$ cat config.mk
export PLATFORM = sky130hd
export DESIGN_NAME = vsa_isqrt
export DESIGN_NICKNAME = d
export VERILOG_FILES = /design/src/design/vector_signed_angle_top_assert.svh /design/src/design/vsa_pkg.sv /design/src/design/vsa_isqrt.sv
export SDC_FILE = /design/constraint.sdc
export NUM_CORES = 2
export LEC_CHECK = 0
export ABC_CLOCK_PERIOD_IN_PS = 4100
export BUFFER_PORTS_ARGS = -buffer_cell sky130_fd_sc_hd__clkbuf_2
export CAP_MARGIN = 30
export CORE_ASPECT_RATIO = 0.5
export CORE_MARGIN = 2
export CORE_UTILIZATION = 45
export CTS_CLUSTER_SIZE = 10
export DETAILED_ROUTE_END_ITERATION = 6
export SLEW_MARGIN = 10
export SYNTH_ARGS = -nofsm -noshare
export SYNTH_HDL_FRONTEND = slang
export SYNTH_SLANG_ARGS = --single-unit
$ cat constraint.sdc
create_clock -name clk -period 4.1 [get_ports clk]
set_clock_uncertainty 0.1 [all_clocks]
set_input_delay 0.82 -clock clk [delete_from_list [all_inputs] [get_ports clk]]
set_output_delay 0.82 -clock clk [all_outputs]
set_load 0.05 [all_outputs]
$ cat src/design/vector_signed_angle_top_assert.svh
// Assertion macros for the vector signed angle block.
// Used by vector_signed_angle_top.sv; expects clk and rst_n in scope.
`ifndef VECTOR_SIGNED_ANGLE_TOP_ASSERT_SVH
`define VECTOR_SIGNED_ANGLE_TOP_ASSERT_SVH

// Check that a consequence holds in the same cycle as its antecedent
`define VSA_ASSERT_NOW(lbl, ante, cons, msg) \
  lbl: assert property (@(posedge clk) disable iff (!rst_n) (ante) |-> (cons)) \
    else $error(msg);

// Check that a consequence holds in the cycle after its antecedent
`define VSA_ASSERT_NEXT(lbl, ante, cons, msg) \
  lbl: assert property (@(posedge clk) disable iff (!rst_n) (ante) |=> (cons)) \
    else $error(msg);

`endif

$ cat src/design/vsa_pkg.sv
// Types and constants shared by the vector signed angle pipeline.
// No dependencies; used by vsa_isqrt, vsa_cordic and the top level.
package vsa_pkg;

  localparam int COMP_W       = 16;
  localparam int PROD_W       = 2 * COMP_W;
  localparam int DOT_W        = PROD_W + 2;
  localparam int CRS_W        = PROD_W + 1;
  localparam int MAG_W        = DOT_W;
  localparam int NRM_W        = 31;
  localparam int SHIFT_W      = $clog2(MAG_W - NRM_W + 1);
  localparam int SQ_W         = 2 * NRM_W;
  localparam int SUMSQ_W      = SQ_W + 2;
  localparam int ROOT_W       = SUMSQ_W / 2;
  localparam int REM_W        = ROOT_W + 3;
  localparam int AXP_W        = COMP_W + NRM_W + 1;
  localparam int AXS_W        = AXP_W + 2;
  localparam int CORDIC_W     = ROOT_W + 4;
  localparam int CORDIC_STEPS = 17;
  localparam int ATAN_W       = 17;
  localparam int ACC_W        = 19;
  localparam int ACCU_W       = 18;
  localparam int ANGLE_W      = 16;
  localparam int ACC_PI       = 205887;
  localparam int ACC_HALF_PI  = 102944;
  localparam int ANGLE_MAX    = 25736;
  localparam int ANGLE_MIN    = -25736;

  typedef struct packed {
    logic signed [COMP_W-1:0] a_x;
    logic signed [COMP_W-1:0] a_y;
    logic signed [COMP_W-1:0] a_z;
    logic signed [COMP_W-1:0] b_x;
    logic signed [COMP_W-1:0] b_y;
    logic signed [COMP_W-1:0] b_z;
    logic signed [COMP_W-1:0] axis_x;
    logic signed [COMP_W-1:0] axis_y;
    logic signed [COMP_W-1:0] axis_z;
    logic                     use_axis;
  } in_t;

  typedef struct packed {
    logic signed [ANGLE_W-1:0] angle;
    logic                      degenerate;
  } out_t;

  // Per-item control carried alongside the root and CORDIC pipelines
  typedef struct packed {
    logic             dot_neg;
    logic [NRM_W-1:0] dot_mag;
    logic             neg_out;
    logic             degenerate;
    logic             null_vec;
  } side_t;

  // Arctangent of 2^-i in units of 2^-16 radian
  function automatic logic [ATAN_W-1:0] atan_lut(input logic [4:0] idx);
    logic [ATAN_W-1:0] v;
    unique case (idx)
      5'd0:    v = ATAN_W'(51472);
      5'd1:    v = ATAN_W'(30386);
      5'd2:    v = ATAN_W'(16055);
      5'd3:    v = ATAN_W'(8150);
      5'd4:    v = ATAN_W'(4091);
      5'd5:    v = ATAN_W'(2047);
      5'd6:    v = ATAN_W'(1024);
      5'd7:    v = ATAN_W'(512);
      5'd8:    v = ATAN_W'(256);
      5'd9:    v = ATAN_W'(128);
      5'd10:   v = ATAN_W'(64);
      5'd11:   v = ATAN_W'(32);
      5'd12:   v = ATAN_W'(16);
      5'd13:   v = ATAN_W'(8);
      5'd14:   v = ATAN_W'(4);
      5'd15:   v = ATAN_W'(2);
      5'd16:   v = ATAN_W'(1);
      default: v = '0;
    endcase
    return v;
  endfunction

endpackage

$ cat src/design/vsa_isqrt.sv
// Pipelined integer square root, one result bit per stage.
// Depends on vsa_pkg for widths and the side_t control struct.
module vsa_isqrt import vsa_pkg::*; (
  input  logic               clk,
  input  logic               rst_n,
  input  logic               en,
  input  logic               in_valid,
  input  logic [SUMSQ_W-1:0] in_rad,
  input  side_t              in_side,
  output logic               out_valid,
  output logic [ROOT_W-1:0]  out_root,
  output side_t              out_side
);

  logic [SUMSQ_W-1:0] rad_w  [0:ROOT_W];
  logic [REM_W-1:0]   rem_w  [0:ROOT_W];
  logic [ROOT_W-1:0]  root_w [0:ROOT_W];
  side_t              side_w [0:ROOT_W];
  logic               vld_w  [0:ROOT_W];

  assign rad_w[0]  = in_rad;
  assign rem_w[0]  = '0;
  assign root_w[0] = '0;
  assign side_w[0] = in_side;
  assign vld_w[0]  = in_valid;

  for (genvar i = 0; i < ROOT_W; i++) begin : g_stage
    logic [REM_W-1:0]   rem_sh;
    logic [REM_W-1:0]   trial;
    logic [REM_W-1:0]   rem_nxt;
    logic [ROOT_W-1:0]  root_nxt;
    logic [SUMSQ_W-1:0] rad_nxt;
    logic [REM_W-1:0]   rem_r;
    logic [ROOT_W-1:0]  root_r;
    logic [SUMSQ_W-1:0] rad_r;
    side_t              side_r;
    logic               vld_r;

    // Bring down two radicand bits and try the next root bit
    always_comb begin
      rem_sh  = {rem_w[i][REM_W-3:0], rad_w[i][SUMSQ_W-1 -: 2]};
      trial   = REM_W'({root_w[i], 2'b01});
      rad_nxt = {rad_w[i][SUMSQ_W-3:0], 2'b00};
      if (rem_sh >= trial) begin
        rem_nxt  = rem_sh - trial;
        root_nxt = {root_w[i][ROOT_W-2:0], 1'b1};
      end else begin
        rem_nxt  = rem_sh;
        root_nxt = {root_w[i][ROOT_W-2:0], 1'b0};
      end
    end

    always_ff @(posedge clk) begin
      if (!rst_n) begin
        vld_r <= 1'b0;
      end else if (en) begin
        vld_r <= vld_w[i];
      end
    end

    always_ff @(posedge clk) begin
      if (en) begin
        rem_r  <= rem_nxt;
        root_r <= root_nxt;
        rad_r  <= rad_nxt;
        side_r <= side_w[i];
      end
    end

    assign rem_w[i+1]  = rem_r;
    assign root_w[i+1] = root_r;
    assign rad_w[i+1]  = rad_r;
    assign side_w[i+1] = side_r;
    assign vld_w[i+1]  = vld_r;
  end

  assign out_valid = vld_w[ROOT_W];
  assign out_root  = root_w[ROOT_W];
  assign out_side  = side_w[ROOT_W];

endmodule

==> metrics.csv <==
metric,value,unit
whs,0.137,ns
multi_input_area,38500,sq um
setup-tns-final,0,ns
io_pins,171,
max_freq,253,MHz
yosysWarnings,0,
slew_headroom,45.6,%
cts_htree_levels,5,
ys_seq_area_share,72.4,%
gp_congestion,0.929,
synth_area,151000,sq um
finalWirelength,255000,microns
setup_slack,0.150,ns
totalPowerFinal,93.9,mW
n_antenna_cell,0,
ff2ff_setup_slack,0.15,ns
drtAntennaViolNets,0,
hpwl,175000,microns
cp.required,4.62,ns
syn_inst,10200,
seqCellArea,109000,sq um
synthToLayoutAreaGrowth,13.4,%
crit_path_end_kind,register,
cts_tree,yes,
pre_cts_slack,0.0977,ns
fin_crit,3.95,ns
setup_viol,0,
start_util,45.2,%
port-buffer-count,170,
cp_data_arrival_time,4.47,ns
outcome,"finished, final reports clean",
remaining_drc_errors,0,
first_iter_violations,5252,
grt_usage,14.6,%
root_buffer,clkbuf_16,
finalNetCount,11600,
p_leak,63.3,nW
cap_viol_max_count,0,
rr_endpoint,g_stage[25].rem_r[30],
worst_pin_slew,0.808,ns
synth_ff_type,edfxtp_1,
hold_path.startpoint,in_rad[63],
timing.rr.start,g_stage[24].rem_r[1],
design.core.area,334000,sq um
rsz0062_at_grt,false,
ys_async_sr_fraction,0,%
numCtsBuffers,407,
vdd_drop_max,0.367,mV
grt_max_degree,137,
clock-sinks,3647,
critPathTopFamily,compound AO/OA/AOI/OAI gates,
num-fill-cells,27500,
grt_overflow,0,
max_stage_delay,0.71,ns
power-per-cell-area,549,nW/um^2
worstHoldPathCells,2,
drive_above_1_share,9.45,%
crit_type,reg2reg,
slew_violations,0,
die_w,823,microns
min_delay_worst_endpoint,g_stage[0].root_r[0],
vias,79000,
synth_edf_count,3615,
crit_top_cell,a21oi_1,
fin_crit_sh,96.3,%
cp-start-kind,register,
grt_antenna_before_repair,2,
syn_nets,10900,
die_y,413,microns
clk_latency,0.90,ns
path_max_fanout,8,
hold_viol_final,0,
critPathBufInv,0,
grt_pass1_vias,78600,
path_cells,ha_1 > a21oi_1 > a21oi_1 > or4b_2 > a41o_1 > a31oi_1 > o21ai_1 > a21boi_4 > nand2b_1 > nor3_1 > xor2_1,
ys_ff_latch,3647,
num_rows,150,
clkTransAtPathRegs,0.05,ns
grt_pass1_wl,407000,microns
vias_per_cell,5.11,
dieArea,340000,sq um
cts_buffer_depth,4,
reg2reg_depth,11,
hp-class,in2reg,
wl_per_cell,16.5,microns
dr.pass1.iters,6,
synth_cell_types,84,
syn_avg_cell_area,14.8,sq um
slowest_stage,or4b_2,
[layout make-up]
type / instances / area share [%]
Inverter: 699 / 1.53
Sequential cell: 3647 / 63.8
Clock buffer: 429 / 6.06
Clock inverter: 18 / 0.159
Tap cell: 4484 / 3.28
Timing Repair Buffer: 528 / 2.66
Multi-Input combinational cell: 5660 / 22.5
[Yosys cell counts (33+ instances only)]
| cell type | number | area, sq um |
|---|---|---|
| nor2b_1 | 120 | 751 |
| nand2b_1 | 116 | 726 |
| o21bai_1 | 49 | 368 |
| or3_1 | 101 | 632 |
| o21a_1 | 92 | 691 |
| o31ai_1 | 68 | 510 |
| and3_1 | 46 | 288 |
| inv_1 | 699 | 2620 |
| mux2i_1 | 55 | 551 |
| o21ai_0 | 539 | 2700 |
| edfxtp_1 | 3615 | 109000 |
| xor2_1 | 384 | 3360 |
| a21o_1 | 244 | 1830 |
| a21oi_1 | 486 | 2430 |
| or2_2 | 67 | 419 |
| o211ai_1 | 33 | 248 |
| ha_1 | 561 | 7020 |
| xnor2_1 | 404 | 3540 |
| nand4_1 | 94 | 588 |
| nor2_1 | 469 | 1760 |
| mux2_2 | 58 | 653 |
| a211oi_1 | 46 | 345 |
| clkbuf_1 | 163 | 612 |
| nand2_1 | 658 | 2470 |
| nor3_1 | 232 | 1160 |
| or4_1 | 60 | 450 |
| a31oi_1 | 50 | 313 |
| nand3_1 | 153 | 766 |
| nor4_1 | 127 | 795 |
[registers in the layout, indices dropped and copies added (netlist names)]
signal          cells
g_stage.side_r   1085
g_stage.rad_r     992
g_stage.rem_r     975
g_stage.root_r    496
out_side           35
out_root           32
g_stage.vld_r      31
out_valid           1
[where the power goes]
part,internal [mW],leakage [nW],switching [mW]
logic,6.37,22.9,8.60
registers,45.9,35.2,2.09
clock network,17.7,5.22,13.2
[metal layers]
| layer | part of all wire, % | global-route usage (%) | up-vias |
|---|---|---|---|
| met2 | 48 | 25.1 | 1359 |
| met5 | 0 | 0 | - |
| met4 | 4.3 | 6.34 | 0 |
| li1 | - | - | 39500 |
| met3 | 3.8 | 2.56 | 618 |
| met1 | 44 | 18.4 | 37600 |
[metrics by stage]
stage,instances,utilization [%],area [sq um]
3_5_place_dp,14900,47.7,159000
5_1_grt,15500,51.2,171000
4_1_cts,15500,51.2,171000
2_1_floorplan,10200,-,151000
3_3_place_gp,14900,47.7,159000
6_report,15500,51.2,171000
[timing repair]
item	4_1_cts	5_1_grt
resized for setup	0	10
endpoints found under the hold margin	98	0
endpoints found under the setup margin	0	36
hold buffers	98	0
setup buffers	0	0
[cell families after synthesis]
family,count (synthesis),share of synthesized area [%]
adders and majority gates,561,4.65
and+or+nand+nor,2380,7.89
xor gates and xnor gates,788,4.58
other,1,0.00249
muxes,113,0.798
AOI/OAI and AO/OA,1817,7.48
DFF,3647,72.4
buffers and inverters,882,2.20
[worst max-delay path by stage]
stage | start | end | slack [ns] | depth (start not counted)
2_1_floorplan | g_stage[3].rem_r[8] | g_stage[4].rem_r[32] | 0.33 | 11
3_3_place_gp | g_stage[26].rem_r[0] | g_stage[27].rem_r[31] | 0.16 | 15
3_5_place_dp | g_stage[26].rem_r[0] | g_stage[27].rem_r[25] | 0.1 | 13
4_1_cts | g_stage[26].rem_r[0] | g_stage[27].rem_r[25] | 0.07 | 13
5_1_grt | g_stage[3].rem_r[10] | g_stage[4].rem_r[32] | 0.02 | 9
6_report | g_stage[24].rem_r[1] | g_stage[25].rem_r[30] | 0.15 | 11
[worst register-to-register path, stage by stage, from the launching register on]
cell and delay (ns):
edfxtp_1 0.40, ha_1 0.40, a21oi_1 0.23, a21oi_1 0.13
or4b_2 0.71, a41o_1 0.31, a31oi_1 0.40, o21ai_1 0.23
a21boi_4 0.33, nand2b_1 0.20, nor3_1 0.08, xor2_1 0.17
[cells in the final DEF (no fill, tap or decap), types with 24 or more instances in the layout]
cell type,n
a211oi_1,45
a21o_1,244
a21oi_1,485
a31oi_1,47
and2_1,24
and3_1,46
buf_12,61
buf_4,200
clkbuf_16,412
clkbuf_2,169
dfxtp_1,32
dlygate4sd3_1,98
edfxtp_1,3615
ha_1,561
inv_1,699
mux2_2,58
mux2i_1,55
nand2_1,658
nand2b_1,115
nand3_1,153
nand3b_1,30
nand4_1,94
nor2_1,469
nor2b_1,119
nor3_1,229
nor4_1,125
o211ai_1,33
o21a_1,92
o21ai_0,537
o21bai_1,48
o31ai_1,67
or2_2,67
or3_1,101
or4_1,60
xnor2_1,404
xor2_1,384
Note: power is estimated with default switching activity, not from simulation.
